[config.mk]
export PLATFORM = sky130hd
export DESIGN_NAME = arm_mov_shifter_execute
export DESIGN_NICKNAME = d
export VERILOG_FILES = /design/src/sv/amse_pkg.sv /design/src/sv/amse_front.sv /design/src/sv/amse_queue.sv /design/src/sv/amse_back.sv /design/src/sv/arm_mov_shifter_execute.sv
export SDC_FILE = /design/constraint.sdc
export NUM_CORES = 2
export LEC_CHECK = 0
export ABC_AREA = 1
export BUFFER_PORTS_ARGS = -buffer_cell sky130_fd_sc_hd__buf_4
export CORE_MARGIN = 2
export CORE_UTILIZATION = 63
export CTS_CLUSTER_SIZE = 8
export DETAILED_ROUTE_END_ITERATION = 6
export PLACE_DENSITY = 0.79
export SLEW_MARGIN = 20
export SYNTH_ARGS = -nofsm -noshare
export SYNTH_HDL_FRONTEND = slang
export SYNTH_SLANG_ARGS = --single-unit
[constraint.sdc]
create_clock -name clk_i -period 5.5 [get_ports clk_i]
set_input_delay 1.1 -clock clk_i [delete_from_list [all_inputs] [get_ports clk_i]]
set_output_delay 1.1 -clock clk_i [all_outputs]
set_load 0.03 [all_outputs]
[src/sv/amse_pkg.sv]
// Shared types and constants for the MOV/MOVS shifter execute block.
`default_nettype none

package amse_pkg;

  // Data-processing opcode for MOV
  localparam logic [3:0] OpcMov = 4'd13;
  localparam logic [3:0] PcReg  = 4'd15;
  localparam logic [31:0] PcReadOffset = 32'd4;

  localparam logic [2:0] CyclesUnsup = 3'd1;
  localparam logic [2:0] CyclesImm   = 3'd2;
  localparam logic [2:0] CyclesReg   = 3'd3;
  localparam logic [2:0] CyclesPc    = 3'd2;

  localparam logic [7:0] ShiftFull = 8'd32;

  typedef enum logic [1:0] {
    KindImm,
    KindShImm,
    KindShReg,
    KindUnsup
  } kind_e;

  typedef enum logic [1:0] {
    ShLsl,
    ShLsr,
    ShAsr,
    ShRor
  } shift_e;

  // Decoded instruction handed from the front to the back
  typedef struct packed {
    kind_e       kind;
    logic        set_flags;
    logic [3:0]  rd;
    logic [3:0]  rm;
    logic [3:0]  rs;
    shift_e      sh;
    logic [7:0]  amt;        // immediate shift amount, zero-amount cases normalized
    logic        rrx;
    logic [31:0] imm_val;    // rotated immediate
    logic        imm_rot_nz;
  } op_t;

endpackage

`default_nettype wire

[src/sv/amse_front.sv]
// Front end: accepts instruction words and decodes them into ops.
`default_nettype none

module amse_front
  import amse_pkg::*;
(
  input  wire logic        s_axis_tvalid,
  output logic             s_axis_tready,
  input  wire logic [31:0] s_axis_tdata,   // [31:0] instruction
  input  wire logic        q_ready_i,
  output logic             push_o,
  output op_t              op_o
);

  logic [31:0] insn;
  logic [63:0] imm_rot;
  logic [4:0]  rot;

  assign insn = s_axis_tdata;
  assign s_axis_tready = q_ready_i;
  assign push_o = s_axis_tvalid && q_ready_i;

  always_comb begin
    rot = {insn[11:8], 1'b0};
    imm_rot = {24'd0, insn[7:0], 24'd0, insn[7:0]} >> rot;

    op_o.kind       = KindUnsup;
    op_o.set_flags  = insn[20];
    op_o.rd         = insn[15:12];
    op_o.rm         = insn[3:0];
    op_o.rs         = insn[11:8];
    op_o.sh         = shift_e'(insn[6:5]);
    op_o.amt        = {3'd0, insn[11:7]};
    op_o.rrx        = 1'b0;
    op_o.imm_val    = imm_rot[31:0];
    op_o.imm_rot_nz = insn[11:8] != 4'd0;

    if (insn[27:26] == 2'b00 && insn[24:21] == OpcMov) begin
      priority if (insn[25]) begin
        op_o.kind = KindImm;
      end else if (!insn[4]) begin
        op_o.kind = KindShImm;
        // zero amount: LSR/ASR mean 32, ROR means RRX
        if (insn[11:7] == 5'd0) begin
          unique case (shift_e'(insn[6:5]))
            ShLsl: op_o.amt = 8'd0;
            ShLsr,
            ShAsr: op_o.amt = ShiftFull;
            ShRor: op_o.rrx = 1'b1;
            default: op_o.amt = 8'd0;
          endcase
        end
      end else if (!insn[7]) begin
        op_o.kind = KindShReg;
      end else begin
        op_o.kind = KindUnsup;
      end
    end
  end

endmodule

`default_nettype wire

[src/sv/amse_queue.sv]
// Small FIFO of decoded ops between front and back.
`default_nettype none

module amse_queue
  import amse_pkg::*;
#(
  parameter int Depth = 2
) (
  input  wire logic clk_i,
  input  wire logic rst_ni,
  input  wire logic push_i,
  input  wire op_t  op_i,
  output logic      ready_o,
  input  wire logic pop_i,
  output logic      valid_o,
  output op_t       op_o
);

  localparam int PtrW = (Depth > 1) ? $clog2(Depth) : 1;
  localparam int CntW = $clog2(Depth + 1);

  op_t             mem_q [Depth];
  logic [PtrW-1:0] wr_ptr_q, wr_ptr_d, rd_ptr_q, rd_ptr_d;
  logic [CntW-1:0] cnt_q, cnt_d;

  function automatic logic [PtrW-1:0] ptr_inc(input logic [PtrW-1:0] p);
    ptr_inc = (p == PtrW'(Depth - 1)) ? '0 : p + PtrW'(1);
  endfunction

  assign ready_o = cnt_q != CntW'(Depth);
  assign valid_o = cnt_q != '0;
  assign op_o    = mem_q[rd_ptr_q];

  always_comb begin
    wr_ptr_d = push_i ? ptr_inc(wr_ptr_q) : wr_ptr_q;
    rd_ptr_d = pop_i ? ptr_inc(rd_ptr_q) : rd_ptr_q;
    cnt_d    = cnt_q;
    if (push_i && !pop_i) begin
      cnt_d = cnt_q + CntW'(1);
    end else if (pop_i && !push_i) begin
      cnt_d = cnt_q - CntW'(1);
    end
  end

  always_ff @(posedge clk_i or negedge rst_ni) begin
    if (!rst_ni) begin
      wr_ptr_q <= '0;
      rd_ptr_q <= '0;
      cnt_q    <= '0;
    end else begin
      wr_ptr_q <= wr_ptr_d;
      rd_ptr_q <= rd_ptr_d;
      cnt_q    <= cnt_d;
    end
  end

  always_ff @(posedge clk_i) begin
    if (push_i) begin
      mem_q[wr_ptr_q] <= op_i;
    end
  end

endmodule

`default_nettype wire

[src/sv/amse_back.sv]
// Back end: register file read, barrel shifter, writeback, flags and result word.
`default_nettype none

module amse_back
  import amse_pkg::*;
(
  input  wire logic  clk_i,
  input  wire logic  rst_ni,
  input  wire logic  q_valid_i,
  input  wire op_t   q_op_i,
  output logic       q_pop_o,
  output logic       m_axis_tvalid,
  input  wire logic  m_axis_tready,
  output logic [47:0] m_axis_tdata,  // [3:0] dest_reg, [35:4] result_value,
                                     // [36] neg_flag, [37] zero_flag, [38] carry_flag,
                                     // [39] pc_written, [42:40] cycle_count, rest zero
  output logic       m_axis_tuser    // [0] status
);

  // register file with per-entry valid bits (unwritten reads as zero)
  logic [31:0] rf_q [16];
  logic [15:0] rf_vld_q;

  logic flag_n_q, flag_z_q, flag_c_q;

  // execute stage
  logic        a_valid_q;
  op_t         a_op_q;
  logic [31:0] rm_data_q, rs_data_q, fwd_data_q;
  logic        rm_vld_q, rs_vld_q, rm_fwd_q, rs_fwd_q;

  // output register
  logic        out_valid_q;
  logic [47:0] out_data_q;
  logic        out_status_q;

  logic        out_ready, advance, commit;
  logic [31:0] rm_val, rs_val, op2;
  logic        carry, supported;
  logic        n_next, z_next, c_next;
  logic [7:0]  amt;
  logic [32:0] lsl_t, lsr_t;
  logic signed [32:0] asr_t;
  logic [63:0] ror_t;
  logic [2:0]  cycles;
  logic        pc_wr;

  assign out_ready = !out_valid_q || m_axis_tready;
  assign advance   = a_valid_q && out_ready;
  assign supported = a_op_q.kind != KindUnsup;
  assign commit    = advance && supported;
  assign q_pop_o   = q_valid_i && (!a_valid_q || out_ready);

  // operand fetch with bypass of the word committed alongside the read
  always_comb begin
    rm_val = rm_fwd_q ? fwd_data_q : (rm_vld_q ? rm_data_q : 32'd0);
    rs_val = rs_fwd_q ? fwd_data_q : (rs_vld_q ? rs_data_q : 32'd0);
    if (a_op_q.rm == PcReg) rm_val = rm_val + PcReadOffset;
    if (a_op_q.rs == PcReg) rs_val = rs_val + PcReadOffset;
  end

  // barrel shifter
  always_comb begin
    amt   = (a_op_q.kind == KindShReg) ? rs_val[7:0] : a_op_q.amt;
    lsl_t = {1'b0, rm_val} << amt[4:0];
    lsr_t = {rm_val, 1'b0} >> amt[4:0];
    asr_t = $signed({rm_val, 1'b0}) >>> amt[4:0];
    ror_t = {rm_val, rm_val} >> amt[4:0];
    op2   = rm_val;
    carry = flag_c_q;
    priority if (a_op_q.kind == KindImm) begin
      op2   = a_op_q.imm_val;
      carry = a_op_q.imm_rot_nz ? a_op_q.imm_val[31] : flag_c_q;
    end else if (a_op_q.kind == KindUnsup) begin
      op2   = 32'd0;
      carry = flag_c_q;
    end else if (a_op_q.rrx && a_op_q.kind == KindShImm) begin
      op2   = {flag_c_q, rm_val[31:1]};
      carry = rm_val[0];
    end else if (amt == 8'd0) begin
      op2   = rm_val;
      carry = flag_c_q;
    end else begin
      unique case (a_op_q.sh)
        ShLsl: begin
          if (amt < ShiftFull) begin
            op2   = lsl_t[31:0];
            carry = lsl_t[32];
          end else begin
            op2   = 32'd0;
            carry = (amt == ShiftFull) ? rm_val[0] : 1'b0;
          end
        end
        ShLsr: begin
          if (amt < ShiftFull) begin
            op2   = lsr_t[32:1];
            carry = lsr_t[0];
          end else begin
            op2   = 32'd0;
            carry = (amt == ShiftFull) ? rm_val[31] : 1'b0;
          end
        end
        ShAsr: begin
          if (amt < ShiftFull) begin
            op2   = asr_t[32:1];
            carry = asr_t[0];
          end else begin
            op2   = {32{rm_val[31]}};
            carry = rm_val[31];
          end
        end
        ShRor: begin
          op2   = ror_t[31:0];
          carry = ror_t[31];
        end
        default: begin
          op2   = rm_val;
          carry = flag_c_q;
        end
      endcase
    end
  end

  always_comb begin
    n_next = flag_n_q;
    z_next = flag_z_q;
    c_next = flag_c_q;
    if (supported && a_op_q.set_flags) begin
      n_next = op2[31];
      z_next = op2 == 32'd0;
      c_next = carry;
    end
    pc_wr  = supported && a_op_q.rd == PcReg;
    cycles = (a_op_q.kind == KindShReg) ? CyclesReg : CyclesImm;
    if (pc_wr) cycles = cycles + CyclesPc;
    if (!supported) cycles = CyclesUnsup;
  end

  always_ff @(posedge clk_i or negedge rst_ni) begin
    if (!rst_ni) begin
      rf_vld_q    <= '0;
      flag_n_q    <= 1'b0;
      flag_z_q    <= 1'b0;
      flag_c_q    <= 1'b0;
      a_valid_q   <= 1'b0;
      out_valid_q <= 1'b0;
    end else begin
      if (commit) begin
        rf_vld_q[a_op_q.rd] <= 1'b1;
        flag_n_q <= n_next;
        flag_z_q <= z_next;
        flag_c_q <= c_next;
      end
      if (q_pop_o) begin
        a_valid_q <= 1'b1;
      end else if (out_ready) begin
        a_valid_q <= 1'b0;
      end
      if (advance) begin
        out_valid_q <= 1'b1;
      end else if (m_axis_tready) begin
        out_valid_q <= 1'b0;
      end
    end
  end

  always_ff @(posedge clk_i) begin
    if (commit) begin
      rf_q[a_op_q.rd] <= op2;
    end
    if (q_pop_o) begin
      a_op_q     <= q_op_i;
      rm_data_q  <= rf_q[q_op_i.rm];
      rs_data_q  <= rf_q[q_op_i.rs];
      rm_vld_q   <= rf_vld_q[q_op_i.rm];
      rs_vld_q   <= rf_vld_q[q_op_i.rs];
      rm_fwd_q   <= commit && a_op_q.rd == q_op_i.rm;
      rs_fwd_q   <= commit && a_op_q.rd == q_op_i.rs;
      fwd_data_q <= op2;
    end
    if (advance) begin
      out_status_q <= !supported;
      out_data_q   <= {5'd0, cycles, pc_wr, c_next, z_next, n_next,
                       supported ? op2 : 32'd0,
                       supported ? a_op_q.rd : 4'd0};
    end
  end

  assign m_axis_tvalid = out_valid_q;
  assign m_axis_tdata  = out_data_q;
  assign m_axis_tuser  = out_status_q;

endmodule

`default_nettype wire

[src/sv/arm_mov_shifter_execute.sv]
// Top level: ARM MOV/MOVS execute with barrel-shifter operand 2.
//
//  channel  dir  word contents
//  s_axis   in   tdata[31:0] instruction
//  m_axis   out  tuser status; tdata dest_reg, result_value, N, Z, C, pc_written,
//                cycle_count
//
// Sustains one instruction per clock while m_axis is ready; a word that is taken
// passes the queue, the register read and execute into the output register on its way to m_axis.
// The register-file read/bypass and the single execute stage lie on that path.
// Reset clears registers r0-r15 (valid bits) and the flags at once.
// Either side may stall; the queue absorbs up to QueueDepth decoded words.
`default_nettype none

module arm_mov_shifter_execute
  import amse_pkg::*;
#(
  parameter int QueueDepth = 2
) (
  input  wire logic        clk_i,
  input  wire logic        rst_ni,
  input  wire logic        s_axis_tvalid,
  output logic             s_axis_tready,
  input  wire logic [31:0] s_axis_tdata,   // [31:0] instruction
  output logic             m_axis_tvalid,
  input  wire logic        m_axis_tready,
  output logic [47:0]      m_axis_tdata,   // [3:0] dest_reg, [35:4] result_value,
                                           // [36] neg_flag, [37] zero_flag,
                                           // [38] carry_flag, [39] pc_written,
                                           // [42:40] cycle_count, [47:43] zero
  output logic             m_axis_tuser    // [0] status
);

  logic q_ready, push, q_valid, pop;
  op_t  push_op, head_op;

  amse_front u_front (
    .s_axis_tvalid (s_axis_tvalid),
    .s_axis_tready (s_axis_tready),
    .s_axis_tdata  (s_axis_tdata),
    .q_ready_i     (q_ready),
    .push_o        (push),
    .op_o          (push_op)
  );

  amse_queue #(
    .Depth (QueueDepth)
  ) u_queue (
    .clk_i   (clk_i),
    .rst_ni  (rst_ni),
    .push_i  (push),
    .op_i    (push_op),
    .ready_o (q_ready),
    .pop_i   (pop),
    .valid_o (q_valid),
    .op_o    (head_op)
  );

  amse_back u_back (
    .clk_i         (clk_i),
    .rst_ni        (rst_ni),
    .q_valid_i     (q_valid),
    .q_op_i        (head_op),
    .q_pop_o       (pop),
    .m_axis_tvalid (m_axis_tvalid),
    .m_axis_tready (m_axis_tready),
    .m_axis_tdata  (m_axis_tdata),
    .m_axis_tuser  (m_axis_tuser)
  );

endmodule

`default_nettype wire

==> impl_metrics.py <==
metrics = {
    "outcome": {
        "outcome": "finished clean",
    },
    "timing": {
        "max_clock_freq_mhz": 194.4,
        "rsz0062_at_grt": "no",
        "drv_slew": 0,
        "finalHoldViolCount": 0,
        "setup_tns_ns": 0,
        "slew_headroom_pct": 17.23,
        "min_period_over_period_pct": 93.51,
        "fin_skew_ns": 0.08901,
        "setup_violations": 0,
        "period_needed_ns": 5.143,
        "worst_pin_slew_ns": 1.242,
    },
    "min_path": {
        "hold_path_class": "input pin to asynchronous set/reset pin",
    },
    "route": {
        "first_pass_iters": 7,
        "drt_iter0_markers": 5846,
        "vias": 34280,
        "wl_per_cell_um": 24.20,
        "ant_nets": 0,
        "drc": 0,
        "drt-vias-per-instance": 6.495,
        "drt-total-wl_mm": 127.7,
    },
    "critical_path": {
        "crit_family": "simple AND/OR/NAND/NOR gates",
        "r2r_cells": 25,
        "r2r_start": "u_back.rm_fwd_q$_DFFE_PP_",
        "startpoint_type": "register",
        "required_ns": 5.93,
        "cp_common_cell": "nand2_1",
        "crit_path_end_kind": "register",
        "crit_path_top_delay_cell": "edfxtp_1",
        "critical_path.max_stage_delay_ns": 0.82,
        "crit_fanout": 28,
        "crit_arrival_ns": 5.57,
        "r2r_slack_ns": 0.36,
        "path_class": "register to register",
        "crit_buf_inv": 3,
        "timing.rr.end": "u_back.m_axis_tdata[37]$_DFFE_PP_",
    },
    "cells_and_area": {
        "drive_above_1_share_pct": 12.01,
        "layout.nets": 4423,
        "fill_cells": 4752,
        "area_growth_pct": 11.27,
        "layout_commonest_cell": "nand2_1",
        "layout_common_cells": "1061 x nand2_1, 803 x edfxtp_1, 401 x o21ai_0, 392 x nand3_1, 381 x a21oi_1",
        "register_area_sq_um": 24740,
        "multiInputGateArea_sq_um": 14870,
    },
    "logic_synthesis": {
        "ys_seq_area_share_pct": 59.29,
        "yosysTopAreaCellShare_pct": 57.79,
        "synthDistinctLibCells": 62,
        "synth-edff-count": 803,
        "synthTopCellsByArea": "edfxtp_1 58%, nand2_1 9.6%, o21ai_0 4.8%",
        "async_flop_share_pct": 3.019,
        "syn_area_sq_um": 41720,
        "avgSynthCellArea_sq_um": 9.534,
        "ys_seq_elements": 828,
        "yosysTopAreaCell": "edfxtp_1",
        "ys.flop_type": "edfxtp_1",
        "ys_warn_count": 0,
        "synthCells": 4376,
    },
    "cts": {
        "cts.sinks": 828,
        "cts_tree": "done",
        "path_clk_slew_ns": 0.05,
        "cts_max_level": 3,
        "clock-root-buffer": "clkbuf_16",
        "cts_made_buffers": 114,
        "post_cts_buffers": 0,
        "clk_path_buf_depth": 3,
        "ctsHoldBuffers": 0,
        "worstSkewPairLatency_ns": 0.71,
    },
    "grt": {
        "grt_overflow": 0,
        "grt_max_degree": 174,
        "antenna_found_initial": 1,
        "grt_pass1_vias": 32410,
        "grt_pass1_wl_mm": 191.3,
        "grtUsageTotal_pct": 37.40,
    },
    "floorplan": {
        "coreArea_sq_um": 65630,
        "dieArea_sq_um": 68300,
        "die_w_um": 261.3,
        "fp-row-count": 94,
        "ioPinCount": 87,
        "die_height_um": 261.3,
        "initial_core_util_pct": 63.57,
    },
    "run": {
        "maxCapViolations": 0,
    },
    "placed_design": {
        "globalplace.congestion": 1.047,
        "port_buffers": 73,
        "dp_hpwl_mm": 81.00,
    },
}
==> flip-flops by register name (all words and copies together) (netlist names), 8 cells and up <==
signal               cells
u_queue.mem_q          114
u_back.fwd_data_q       32
u_back.a_op_q           57
u_back.rs_data_q         8
u_back.m_axis_tdata     43
u_back.rf_vld_q         16
u_back.rm_data_q        32
u_back.rf_q            512
==> synth_stat cells (3+ instances only) <==
cell,instances
nand2_1,1066
edfxtp_1,803
o21ai_0,404
nand3_1,392
a21oi_1,381
inv_1,258
nor2_1,256
clkbuf_1,196
o211ai_1,81
o32ai_1,70
nand2_2,59
buf_2,42
nand3_2,34
o221ai_1,28
dfrtp_1,25
nor2_2,22
o21ai_1,22
buf_4,21
buf_1,19
or2_2,18
inv_2,16
nand4_1,16
o21ai_2,15
nor2_4,11
o22ai_1,11
a31oi_1,10
buf_6,10
nor3_1,9
o311ai_0,7
xor2_1,7
a22oi_1,5
nand2_4,5
nand3b_1,5
o21bai_1,5
clkinv_1,4
ha_1,4
o21a_1,4
a21oi_2,3
and2_1,3
==> metrics by stage <==
step | utilization (%) | hold slack (ns) | setup WS, ns | instance area, sq um | cells
6_report | 70.74 | 0.3195 | 0.3567 | 46420 | 5278
5_1_grt | 70.73 | 0.3333 | 0.09485 | 46420 | 5277
4_1_cts | 70.64 | 0.3086 | 0.4805 | 46360 | 5275
3_5_place_dp | 65.87 | 0.4646 | 0.5222 | 43230 | 5129
3_3_place_gp | 65.87 | 0.4510 | 0.5927 | 43230 | 5129
2_1_floorplan | - | 0.4392 | 0.9666 | 41740 | 4380
==> worst max path at each step <==
stage,startpoint,to,slack (ns),cells past startpoint
global route,u_back.rm_fwd_q$_DFFE_PP_,u_back.flag_z_q$_DFFE_PN0P_,0.09,32
detailed placement,u_back.rm_fwd_q$_DFFE_PP_,u_back.flag_z_q$_DFFE_PN0P_,0.52,27
CTS,u_back.rm_fwd_q$_DFFE_PP_,u_back.flag_z_q$_DFFE_PN0P_,0.48,27
finish,u_back.rm_fwd_q$_DFFE_PP_,u_back.m_axis_tdata[37]$_DFFE_PP_,0.36,25
floorplan,m_axis_tready,u_back.rf_q[12][0]$_DFFE_PP_,0.97,6
global placement,u_back.rm_fwd_q$_DFFE_PP_,u_back.flag_z_q$_DFFE_PN0P_,0.59,27
==> worst register-to-register path, delay by kind of cell, from the launching register on <==
kind / cells / cell delay, ns
buffers and inverters: 3 / 0.58
flip-flops: 1 / 0.82
AO/OA/AOI/OAI: 4 / 0.79
AND/OR/NAND/NOR: 18 / 2.70
==> metal layers <==
metal	track usage, %	wire length, um	up-vias
li1	-	-	15370
met3	7.607	15580	386
met1	52.39	48810	16150
met5	0	0	-
met4	17.11	5915	0
met2	56.89	57430	2372
==> cells by family after synthesis <==
group	after synthesis	synth area share, %
and+or+nand+nor	1906	20.13
DFF	828	59.29
adders and majority gates	4	0.1200
xor gates and xnor gates	9	0.1889
other	1	0.008988
buffers and inverters	569	5.680
muxes	1	0.02399
AOI/OAI and AO/OA	1058	14.55
==> area by class of cell <==
class / count / area share (%)
Clock inverter: 9 / 0.4151
Sequential cell: 828 / 53.29
Tap cell: 864 / 2.329
Inverter: 279 / 2.294
Timing Repair Buffer: 177 / 3.299
Antenna cell: 1 / 0.005390
Multi-Input combinational cell: 2983 / 32.04
Clock buffer: 137 / 6.331
==> what timing repair did <==
action                                  in CTS  in global routing
endpoints found under the setup margin       0                  1
resized for setup                            0                  1
endpoints found under the hold margin        0                  0
Power is not shown: default switching activity piles up to over one toggle a cycle in this logic, so the estimate is an artifact.
